**src/hw/rtl/tbamp_pkg.sv**
```systemverilog
// Shared types, widths and constants of the temporal bandpass amplifier.
package tbamp_pkg;

    localparam int STORE_DEPTH_DEF = 65536;
    localparam int LEVELS          = 5;

    localparam int ADDR_IN_W = 16;
    localparam int LEVEL_W   = 3;
    localparam int CHANNEL_W = 2;
    localparam int COEFF_W   = 18;
    localparam int IN_SHIFT  = 8;
    localparam int LP_W      = COEFF_W + IN_SHIFT;
    localparam int LP_FRAC   = 16;
    localparam int DIFF_W    = LP_W + 1;
    localparam int CFG_W     = 16;
    localparam int COEF_S_W  = CFG_W + 1;
    localparam int PROD_W    = DIFF_W + COEF_S_W;
    localparam int GAIN_W    = 16;
    localparam int GPROD_W   = DIFF_W + GAIN_W;
    localparam int SCALE_W   = 17;
    localparam int SPLIT     = 22;
    localparam int HI_W      = GPROD_W - SPLIT;
    localparam int LO_W      = SPLIT + 1;
    localparam int SCALE_S_W = SCALE_W + 1;
    localparam int HI_P_W    = HI_W + SCALE_S_W;
    localparam int LO_P_W    = LO_W + SCALE_S_W;
    localparam int OUT_SHIFT = 32;
    localparam int SUM_W     = HI_P_W + SPLIT + 1;
    localparam int RES_W     = SUM_W - OUT_SHIFT;

    localparam int PADDR_W = 5;
    localparam int PDATA_W = 32;
    localparam int NUM_GAINS = 4;

    localparam logic [2:0] REG_FAST_COEF   = 3'd0;
    localparam logic [2:0] REG_SLOW_COEF   = 3'd1;
    localparam logic [2:0] REG_CHROMA_GAIN = 3'd2;
    localparam logic [2:0] REG_GAIN_1      = 3'd3;
    localparam logic [2:0] REG_GAIN_2      = 3'd4;
    localparam logic [2:0] REG_GAIN_3      = 3'd5;
    localparam logic [2:0] REG_GAIN_4      = 3'd6;

    localparam logic [CFG_W-1:0] FAST_COEF_RST   = 16'd26214;
    localparam logic [CFG_W-1:0] SLOW_COEF_RST   = 16'd3277;
    localparam logic [CFG_W-1:0] CHROMA_GAIN_RST = 16'd6554;
    localparam logic [CFG_W-1:0] LEVEL_GAIN_RST  = 16'd5120;

    localparam logic [CHANNEL_W-1:0] CH_A = 2'd1;
    localparam logic [CHANNEL_W-1:0] CH_B = 2'd2;

    typedef struct packed {
        logic [CFG_W-1:0]                  fast_coef;
        logic [CFG_W-1:0]                  slow_coef;
        logic [CFG_W-1:0]                  chroma_gain;
        logic [NUM_GAINS-1:0][GAIN_W-1:0]  level_gain;
    } t_cfg;

endpackage

```
**src/hw/rtl/tbamp_regs.sv**
```systemverilog
// APB-style configuration register file of the temporal bandpass amplifier.
module tbamp_regs
    import tbamp_pkg::*;
(
    input  logic               i_clk,
    input  logic               i_rst_n,
    input  logic               psel,
    input  logic               penable,
    input  logic               pwrite,
    input  logic [PADDR_W-1:0] paddr,
    input  logic [PDATA_W-1:0] pwdata,
    output logic [PDATA_W-1:0] prdata,
    output logic               pready,
    output t_cfg               o_cfg
);

    t_cfg       r_cfg;
    logic       w_wr;
    logic [2:0] w_index;

    assign pready  = 1'b1;
    assign w_wr    = psel && penable && pwrite && pready;
    assign w_index = paddr[PADDR_W-1:2];

    always_ff @(posedge i_clk) begin
        if (!i_rst_n) begin
            r_cfg.fast_coef   <= FAST_COEF_RST;
            r_cfg.slow_coef   <= SLOW_COEF_RST;
            r_cfg.chroma_gain <= CHROMA_GAIN_RST;
            r_cfg.level_gain  <= {NUM_GAINS{LEVEL_GAIN_RST}};
        end else if (w_wr) begin
            unique case (w_index)
                REG_FAST_COEF:   r_cfg.fast_coef     <= pwdata[CFG_W-1:0];
                REG_SLOW_COEF:   r_cfg.slow_coef     <= pwdata[CFG_W-1:0];
                REG_CHROMA_GAIN: r_cfg.chroma_gain   <= pwdata[CFG_W-1:0];
                REG_GAIN_1:      r_cfg.level_gain[0] <= pwdata[GAIN_W-1:0];
                REG_GAIN_2:      r_cfg.level_gain[1] <= pwdata[GAIN_W-1:0];
                REG_GAIN_3:      r_cfg.level_gain[2] <= pwdata[GAIN_W-1:0];
                REG_GAIN_4:      r_cfg.level_gain[3] <= pwdata[GAIN_W-1:0];
                default: begin
                end
            endcase
        end
    end

    always_comb begin
        prdata = '0;
        unique case (w_index)
            REG_FAST_COEF:   prdata = PDATA_W'(r_cfg.fast_coef);
            REG_SLOW_COEF:   prdata = PDATA_W'(r_cfg.slow_coef);
            REG_CHROMA_GAIN: prdata = PDATA_W'(r_cfg.chroma_gain);
            REG_GAIN_1:      prdata = PDATA_W'(r_cfg.level_gain[0]);
            REG_GAIN_2:      prdata = PDATA_W'(r_cfg.level_gain[1]);
            REG_GAIN_3:      prdata = PDATA_W'(r_cfg.level_gain[2]);
            REG_GAIN_4:      prdata = PDATA_W'(r_cfg.level_gain[3]);
            default:         prdata = '0;
        endcase
    end

    assign o_cfg = r_cfg;

endmodule

```
**config.mk**
```make
export PLATFORM = sky130hd
export DESIGN_NAME = tbamp_regs
export DESIGN_NICKNAME = d
export VERILOG_FILES = /design/src/hw/rtl/tbamp_pkg.sv /design/src/hw/rtl/tbamp_regs.sv
export SDC_FILE = /design/constraint.sdc
export NUM_CORES = 1
export LEC_CHECK = 0
export ABC_AREA = 1
export BUFFER_PORTS_ARGS = -buffer_cell sky130_fd_sc_hd__buf_4
export CAP_MARGIN = 20
export CORE_MARGIN = 3
export CORE_UTILIZATION = 51
export CTS_BUF_LIST = sky130_fd_sc_hd__clkbuf_16
export CTS_CLUSTER_DIAMETER = 30
export DETAILED_ROUTE_END_ITERATION = 10
export PLACE_DENSITY = 0.8
export REMOVE_ABC_BUFFERS = 1
export SLEW_MARGIN = 10
export SYNTH_ARGS = -nofsm -noshare
export SYNTH_HDL_FRONTEND = slang
export SYNTH_SLANG_ARGS = --single-unit
```
**constraint.sdc**
```tcl
create_clock -name i_clk -period 1.2 [get_ports i_clk]
set_input_delay 0.12 -clock i_clk [delete_from_list [all_inputs] [get_ports i_clk]]
set_output_delay 0.12 -clock i_clk [all_outputs]
set_load 0.005 [all_outputs]
```
==> results of run 1 <==
-- routing by layer --
layer  up-vias  global-route usage (%)
li1       3211                       -
met1      3135                    40.5
met2       456                    52.4
met3       115                    5.38
met4         0                    14.3
met5         -                       0
-- synthesized netlist by cell type --
master / count
nand2_1: 266
nor2_1: 212
dfxtp_1: 112
nand3_1: 103
nand4_1: 48
buf_4: 33
inv_1: 32
buf_2: 19
nor2_4: 10
buf_1: 8
buf_6: 8
clkbuf_1: 6
nand3_2: 5
nand2_2: 4
o21ai_0: 4
inv_2: 3
nor2_2: 3
conb_1: 2
inv_4: 1
nand2_4: 1
-- area by class of cell --
cell class	instances	area [um2]	share of cell area (%)
Multi-Input combinational cell	673	2990	36.2
Timing Repair Buffer	281	2350	28.4
Sequential cell	112	2350	28.4
Clock buffer	9	225	2.72
Tap cell	140	175	2.12
Inverter	36	145	1.75
Clock inverter	7	41.3	0.499
-- power groups by stage --
stage	clock [W]	sequential (W)	combinational, W
2_1_floorplan	0	0.00389	0.000373
3_3_place_gp	0	0.00389	0.000985
3_5_place_dp	0	0.00389	0.000997
4_1_cts	0.00277	0.00380	0.00105
5_1_grt	0.00290	0.00381	0.00122
6_report	0.00277	0.00380	0.00114
-- metrics by stage --
| step | area [um2] | TNS (ns) | setup slack, ns | total power (W) | hold WS, ns |
|---|---|---|---|---|---|
| finish | 8280 | -0.541 | -0.161 | 0.00771 | 0.00231 |
| CTS | 8040 | -0.179 | -0.0396 | 0.00762 | 0.000444 |
| floorplan | 5290 | -16.14 | -0.335 | 0.00426 | 0.205 |
| global placement | 7270 | -1.67 | -0.0557 | 0.00488 | 0.341 |
| global route | 8280 | -1.60 | -0.226 | 0.00793 | 0.0136 |
| detailed placement | 7270 | -3.89 | -0.0852 | 0.00489 | 0.354 |
-- path summary, 6_finish.rpt --
check | from | end | slack (ns) | cells past startpoint
setup reg to reg | o_cfg[40] | o_cfg[40] | 0.38 | 4
setup / recovery | o_cfg[20] | prdata[4] | -0.16 | 5
hold / removal | pwdata[9] | o_cfg[105] | 0.002 | 3
hold reg to reg | o_cfg[109] | o_cfg[109] | 0.49 | 2
-- what timing repair did --
action                                  4_1_cts  5_1_grt
resized for setup                            75       49
hold buffers                                  1        0
gates cloned                                  0        1
buffers inserted                             50       11
pin swaps                                    28       38
endpoints found under the hold margin         1        0
endpoints found under the setup margin       16       16
-- tightest hold or removal path, cell delays in order --
cell	delay, ns
buf_4	0.09
nand2_1	0.04
nand3_1	0.07
-- cells by family (layout without fill, tap and decap cells) --
kind of cell / count (synthesis) / after routing
AO/OA/AOI/OAI: 4 / 4
buffers and inverters: 110 / 333
flip-flops: 112 / 112
other: 2 / 17
AND/OR/NAND/NOR: 652 / 652
==> impl_metrics.csv, run 1 <==
group,metric,value,unit
route,wl_met3,2070,um
global_route,antenna_found_initial,0,
pwr,vdd_drop_max,1.00,mV
floorplanning,rows,38,
synth,synth_top_area_cell,"dfxtp_1",
timing,hold_viol,0,
setup_path,worstSetupStartpointType,"register",
synth,synth_mux_area_share,0,%
pwr,p_switching,0.00207,W
global_route,grt_pass1_vias,6500,
timing,fmax,735,MHz
pwr,pwr-share-comb,14.8,%
synth,yosys_warnings,0,
route,drtIter0Drc,724,
status,outcome,"finished with violations",
run,drv_cap,0,
synth,synth_top_area_share,39.2,%
setup_path,arrival,1.24,ns
setup_path,cp_common_cell,"nand2_1",
worst_hold_path,min_path_type,"primary input to register",
cts,numCtsBuffers,9,
final_layout,fin_nets,1155,
setup_path,crit_type,"register to primary output",
final_layout,largest_reg_flops,112,
final_layout,final_common_cell,"nand2_1",
timing,rsz0062_at_grt,"true",
route,viasPerCell,5.50,
setup_path,slowest_stage,"dfxtp_2",
setup_path,cp_max_fo,2,
floorplanning,coreArea,10900,um2
floorplanning,fp.dieW,112,um
cts,cts_sinks,112,
synth,synthCells,880,
pwr,swShare,26.9,%
cts,cts_tree,"yes",
pwr,p_per_area,932,nW/um2
timing,finClkSkew,0,ns
floorplanning,die_h,112,um
synth,synth_fa_ha_area_share,0,%
cts,clk_latency,0.34,ns
placed_design,place.gp.congestion,0.889,
cts,cts.reportedPaths.clkPinSlew,0.07,ns
route,firstDrtPassIters,6,
pwr,seqPwrFrac,49.3,%
setup_path,cp_top_family,"simple AND/OR/NAND/NOR gates",
floorplanning,start_util,52.5,%
placed_design,hpwl,13300,um
final_layout,diodes,0,
pwr,intPower,0.00564,W
setup_path,max_stage_delay,0.33,ns
route,wire_per_inst,16.7,um
synth,netlist_area,5720,um2
synth,synth_compound_area_share,0.350,%
setup_path,cp-end-kind,"primary output",
pwr,p_leak,4.15,nW
synth,ys_types,20,
placed_design,portBuffers,151,
cts,h-tree-depth,3,
final_layout,final_cell_mix,"nand2_1, buf_4, nor2_1",
route,top_layer,"met4",
synth,ys_seq_area_share,39.2,%
final_layout,drive_above_1_share,38.0,%
route,wl_met1,7990,um
pwr,clkPwrFrac,35.9,%
floorplanning,die_area,12500,um2
floorplanning,ioPinCount,187,
synth,ys_ff_latch,112,
timing,setup_viol_count_final,16,
synth,synth_top_family_by_area,"simple AND/OR/NAND/NOR gates",
final_layout,area_growth,44.7,%
cts,clock_tree.root_cell,"clkbuf_16",
global_route,grt_start_max_net_pins,34,
timing,layout_setup_ws,-0.161,ns
synth,avgSynthCellArea,6.50,um2
route,drc_errors,0,
global_route,grt_overflow_total,0,
setup_path,cp.required,1.08,ns
setup_path,crit_chain,"nand3_2 -> nand2_1 -> nor2_2 -> nand2_1 -> buf_6",
final_layout,fin_util,76.0,%
route,ant_nets,0,
timing,slew_viol_final,0,
cts,cts.path.max_buffers,2,
route,met2_length,9990,um
timing,finalCriticalPeriod,1.36,ns
final_layout,fillers,822,
synth,synthXorXnorAreaFrac,0,%
route,drt-total-wl,21000,um
synth,synth_area_leaders,"dfxtp_1, nand2_1, nor2_1",
global_route,grt_pass1_wl,32300,um
timing,fin_crit_sh,113,%
route,num_vias,6917,
setup_path,crit_buf_inv,1,
final_layout,stdcell_count,1258,
synth,synth-simple-area-share,49.4,%
global_route,grtUsageTotal,31.7,%
placed_design,post-place-cells,1179,
status,violations,"setup timing",
No activity file was read; power rests on OpenSTA's default activity.
==> run 2, diff against run 1 <==
==> constraint.sdc (replaced) <==
create_clock -name i_clk -period 1.2 [get_ports i_clk]
set_input_delay 0.24 -clock i_clk [delete_from_list [all_inputs] [get_ports i_clk]]
set_output_delay 0.24 -clock i_clk [all_outputs]
set_load 0.005 [all_outputs]
==> impl_metrics.csv, run 2 (synthesis results as in run 1) <==
group,metric,value,unit
setup_path,crit_chain,"nand4_1 -> nand2_1 -> nor2_1 -> nand2_1 -> buf_6",
timing,slew_viol_final,0,
worst_hold_path,hold_start,"pwdata[8]",
final_layout,area_growth,48.1,%
cts,cts.path.max_buffers,2,
global_route,grt_pass1_wl,31600,um
global_route,antenna_found_initial,0,
timing,setup_viol_count_final,16,
setup_path,arrival,1.28,ns
timing,finClkSkew,0,ns
final_layout,final_cell_mix,"nand2_1, buf_4, nor2_1",
pwr,p_leak,4.22,nW
timing,finalCriticalPeriod,1.52,ns
timing,layout_setup_ws,-0.315,ns
setup_path,cp_max_fo,3,
floorplanning,ioPinCount,187,
setup_path,rr_startpoint,"o_cfg[44]",
setup_path,crit_buf_inv,1,
cts,h-tree-depth,3,
route,wire_per_inst,16.6,um
pwr,vdd_drop_max,0.682,mV
final_layout,largest_reg_flops,112,
route,drt-total-wl,20900,um
placed_design,portBuffers,151,
cts,cts_sinks,112,
setup_path,cp_common_cell,"nand2_1",
route,drtIter0Drc,715,
final_layout,diodes,0,
worst_hold_path,min_path_type,"primary input to register",
status,violations,"setup timing",
worst_hold_path,whs_path_depth,3,
cts,numCtsBuffers,9,
route,viasPerCell,5.43,
cts,cts.reportedPaths.clkPinSlew,0.08,ns
status,outcome,"finished with violations",
floorplanning,start_util,52.5,%
final_layout,final_common_cell,"nand2_1",
timing,hold_viol,0,
setup_path,max_stage_delay,0.36,ns
final_layout,drive_above_1_share,38.0,%
placed_design,hpwl,13500,um
timing,fin_crit_sh,126,%
setup_path,cp_top_family,"simple AND/OR/NAND/NOR gates",
setup_path,worstSetupStartpointType,"register",
setup_path,crit_type,"register to primary output",
floorplanning,fp.dieW,112,um
route,ant_nets,0,
global_route,grt_pass1_vias,6187,
timing,fmax,660,MHz
pwr,p_per_area,926,nW/um2
route,firstDrtPassIters,5,
floorplanning,coreArea,10900,um2
setup_path,timing.rr.end,"o_cfg[44]",
cts,cts_tree,"yes",
cts,cts_hold_buf,0,
cts,clk_latency,0.34,ns
timing,holdWs,0.114,ns
placed_design,place.gp.congestion,0.910,
final_layout,fin_nets,1156,
final_layout,fillers,751,
floorplanning,rows,38,
cts,clock_tree.root_cell,"clkbuf_16",
setup_path,cp.required,0.96,ns
setup_path,cp-end-kind,"primary output",
floorplanning,die_area,12500,um2
setup_path,rr_worst_depth,3,
run,drv_cap,0,
global_route,grtUsageTotal,31.4,%
global_route,grt_overflow_total,0,
route,num_vias,6839,
setup_path,r2r_setup_slack,0.41,ns
route,drc_errors,0,
setup_path,slowest_stage,"dfxtp_4",
timing,rsz0062_at_grt,"true",
placed_design,post-place-cells,1180,
floorplanning,die_h,112,um
global_route,grt_start_max_net_pins,37,
worst_hold_path,holdPathEnd,"o_cfg[72]",
final_layout,stdcell_count,1259,
==> run 2: changes by cell type in the layout (fill, tap and decap cells not counted), sizes merged <==
cell	change
buf	+3
dlygate4sd3	-1
clkinv	-1
clkbuf	-1
clkinvlp	+1
==> run 2: worst max path at each step <==
stage                    from         end  slack (ns)  cells after the start
detailed placement   paddr[4]  prdata[10]       -0.26                      8
global route        o_cfg[42]  prdata[10]       -0.39                      5
global placement     paddr[2]  prdata[13]       -0.19                      9
floorplan            paddr[4]    o_cfg[0]       -0.46                      6
finish              o_cfg[42]  prdata[10]       -0.32                      5
CTS                 o_cfg[10]  prdata[10]       -0.20                      5
==> run 2: layout make-up <==
type / instances / area (um2) / share of cell area, %
Sequential cell: 112 / 2350 / 27.8
Tap cell: 140 / 175 / 2.07
Clock inverter: 7 / 47.5 / 0.561
Multi-Input combinational cell: 673 / 3000 / 35.4
Timing Repair Buffer: 282 / 2520 / 29.8
Inverter: 36 / 148 / 1.74
Clock buffer: 9 / 225 / 2.66
==> run 2: worst min-delay path: stages <==
cell and delay (ns):
buf_4 0.08, nand2_1 0.04, nand3_1 0.06
==> run 2: timing repair <==
item | 4_1_cts | 5_1_grt
gates resized for setup | 98 | 41
pin swaps | 32 | 29
endpoints found under the setup margin | 16 | 32
buffers inserted | 46 | 17
==> run 2: metrics by stage <==
step | setup WS [ns] | total power [W] | TNS (ns) | instance area, um2 | util [%]
final | -0.315 | 0.00784 | -2.48 | 8470 | 77.8
after global routing | -0.386 | 0.00811 | -3.61 | 8470 | 77.8
after CTS | -0.205 | 0.00776 | -2.19 | 8220 | 75.5
after detailed placement | -0.256 | 0.00493 | -18.30 | 7410 | 68.1
after global placement | -0.187 | 0.00491 | -15.56 | 7410 | 68.1
after floorplan | -0.455 | 0.00426 | -31.13 | 5290 | -
==> run 2: report_power, final <==
group          internal (W)  switching, W  total (W)
registers           0.00376     0.0000369    0.00380
logic              0.000521      0.000668    0.00119
clock network       0.00141       0.00144    0.00285
==> run 2: routing by layer <==
layer / track usage, % / vias to the layer above / wire length (um)
met4: 13.2 / 0 / 859
met5: 0 / - / 0
met3: 5.71 / 79 / 1870
li1: - / 3226 / -
met1: 39.8 / 3094 / 8140
met2: 52.4 / 440 / 10000
==> run 3, diff against run 2 <==
--- a/config.mk
+++ b/config.mk
@@ -8,12 +8,14 @@
 export ABC_AREA = 1
 export BUFFER_PORTS_ARGS = -buffer_cell sky130_fd_sc_hd__buf_4
 export CAP_MARGIN = 20
+export CELL_PAD_IN_SITES_DETAIL_PLACEMENT = 0
+export CELL_PAD_IN_SITES_GLOBAL_PLACEMENT = 1
 export CORE_MARGIN = 3
-export CORE_UTILIZATION = 51
+export CORE_UTILIZATION = 37
 export CTS_BUF_LIST = sky130_fd_sc_hd__clkbuf_16
 export CTS_CLUSTER_DIAMETER = 30
 export DETAILED_ROUTE_END_ITERATION = 10
-export PLACE_DENSITY = 0.8
+export PLACE_DENSITY_LB_ADDON = 0.1
 export REMOVE_ABC_BUFFERS = 1
 export SLEW_MARGIN = 10
 export SYNTH_ARGS = -nofsm -noshare
==> constraint.sdc (replaced) <==
create_clock -name i_clk -period 1.75 [get_ports i_clk]
set_input_delay 0.35 -clock i_clk [delete_from_list [all_inputs] [get_ports i_clk]]
set_output_delay 0.35 -clock i_clk [all_outputs]
set_load 0.005 [all_outputs]
==> impl_metrics.csv, run 3 (synthesis results as in run 1) <==
group,metric,value,unit
status,outcome,"finished clean",
setup_path,max_stage_delay,0.21,ns
final_layout,multiInputGateArea,2920,um2
pwr,vdd_drop_max,0.482,mV
timing,rsz0062_at_grt,"false",
route,drtIter0Drc,449,
timing,fin_crit_sh,96.7,%
setup_path,crit_type,"primary input to primary output",
pwr,report.power.total,0.00533,W
cts,clock_tree.root_cell,"clkbuf_16",
cts,h-tree-depth,3,
final_layout,area_growth,31.0,%
route,drc_errors,0,
final_layout,seqCellArea,2240,um2
timing,setup_viol_count_final,0,
global_route,grt_pass1_vias,5271,
timing,fmax,591,MHz
floorplanning,rows,44,
final_layout,diodes,0,
setup_path,arrival,1.34,ns
timing,finalCriticalPeriod,1.69,ns
timing,hold_viol,0,
timing,holdWs,0.209,ns
floorplanning,ioPinCount,187,
floorplanning,fp.dieW,130,um
cts,cts.path.max_buffers,2,
setup_path,cp.required,1.40,ns
run,drv_cap,0,
floorplanning,coreArea,14800,um2
final_layout,final_cell_mix,"nand2_1, nor2_1, buf_4",
cts,cts.reportedPaths.clkPinSlew,0.07,ns
floorplanning,die_h,130,um
final_layout,final_common_cell,"nand2_1",
setup_path,worstSetupStartpointType,"primary input",
setup_path,cp_common_cell,"buf_4",
global_route,grtUsageTotal,23.2,%
floorplanning,die_area,17000,um2
final_layout,drive_above_1_share,22.9,%
final_layout,largest_reg_flops,112,
cts,cts_tree,"yes",
cts,post_cts_buffers,0,
setup_path,cp_top_family,"buffers and inverters",
setup_path,slowest_stage,"buf_4",
cts,clk_latency,0.35,ns
route,num_vias,5979,
timing,finClkSkew,0,ns
final_layout,fillers,1574,
global_route,grt_overflow_total,0,
setup_path,cp-end-kind,"primary output",
global_route,grt_pass1_wl,30200,um
route,firstDrtPassIters,5,
route,drt-total-wl,20000,um
cts,numCtsBuffers,9,
final_layout,fin_nets,1073,
floorplanning,start_util,38.6,%
setup_path,crit_buf_inv,4,
placed_design,portBuffers,151,
pwr,p_per_area,712,nW/um2
cts,cts_sinks,112,
pwr,p_leak,3.70,nW
route,ant_nets,0,
setup_path,crit_chain,"buf_4 -> inv_2 -> buf_4 -> nand3_1 -> nand2_1 -> nor2_1 -> nand2_1 -> buf_4",
worst_hold_path,min_path_type,"primary input to register",
setup_path,cp_max_fo,16,
route,wire_per_inst,16.4,um
route,viasPerCell,4.90,
global_route,antenna_found_initial,0,
global_route,grt_start_max_net_pins,58,
timing,slew_viol_final,0,
placed_design,place.gp.congestion,0.801,
placed_design,hpwl,13900,um
-- run 3: cell types whose count changed in the layout (fill, tap and decap cells not counted), moves of 3 or more --
cell	previous run	this run
dfxtp_2	83	0
clkinv_1	0	4
buf_4	237	183
buf_12	26	15
nand3_2	14	4
nor2_1	208	212
nor2_2	6	3
inv_6	3	0
nand3_1	93	103
buf_6	17	1
dfxtp_1	27	112
-- run 3: cell type report --
class                   instances  area share, %
clock buffers                   9           3.01
clock inverters                 7          0.718
inverters                      36           1.84
multi-input cells             673           39.0
flip-flops and latches        112           29.9
well taps                     184           3.07
repair buffers                199           22.5
-- run 3: what timing repair did --
action | 4_1_cts | 5_1_grt
hold buffers | 0 | 0
endpoints found under the hold margin | 0 | 0
endpoints found under the setup margin | 0 | 4
gates resized for setup | 0 | 2
-- run 3: worst min-delay path, delay by kind of cell --
family / cells / cell delay [ns]
buffers and inverters: 1 / 0.08
and+or+nand+nor: 2 / 0.10
-- run 3: worst paths after layout --
check                 start    endpoint  slack (ns)  cells past startpoint
setup / recovery   paddr[4]   prdata[8]        0.06                      8
setup reg to reg  o_cfg[40]   o_cfg[40]        1.12                      2
hold reg to reg   o_cfg[87]   o_cfg[87]        0.49                      2
hold / removal    pwdata[9]  o_cfg[105]        0.21                      3
-- run 3: layer usage --
metal | part of all wire (%) | track usage (%) | vias to the layer above | wire [um]
met4 | 0.70 | 4.23 | 0 | 140
li1 | - | - | 3055 | -
met5 | 0 | 0 | - | 0
met3 | 5.1 | 4.63 | 13 | 1020
met2 | 46 | 37.4 | 168 | 9300
met1 | 48 | 32.7 | 2743 | 9560
-- run 3: report_power, final --
part / switching, W / internal (W)
Sequential: 0.0000295 / 0.00258
Combinational: 0.000417 / 0.000268
Clock: 0.000953 / 0.00109
Total: 0.00140 / 0.00393
-- run 3: metrics by stage --
stage	instance area (um2)	setup slack (ns)	setup TNS, ns	std cells	util, %
floorplan	5290	-0.0150	-0.210	821	-
global placement	7200	0.0577	0	1204	48.6
detailed placement	7200	0.0553	0	1204	48.6
CTS	7480	0.0471	0	1220	50.5
global route	7490	0.00112	0	1220	50.6
finish	7490	0.0571	0	1220	50.6
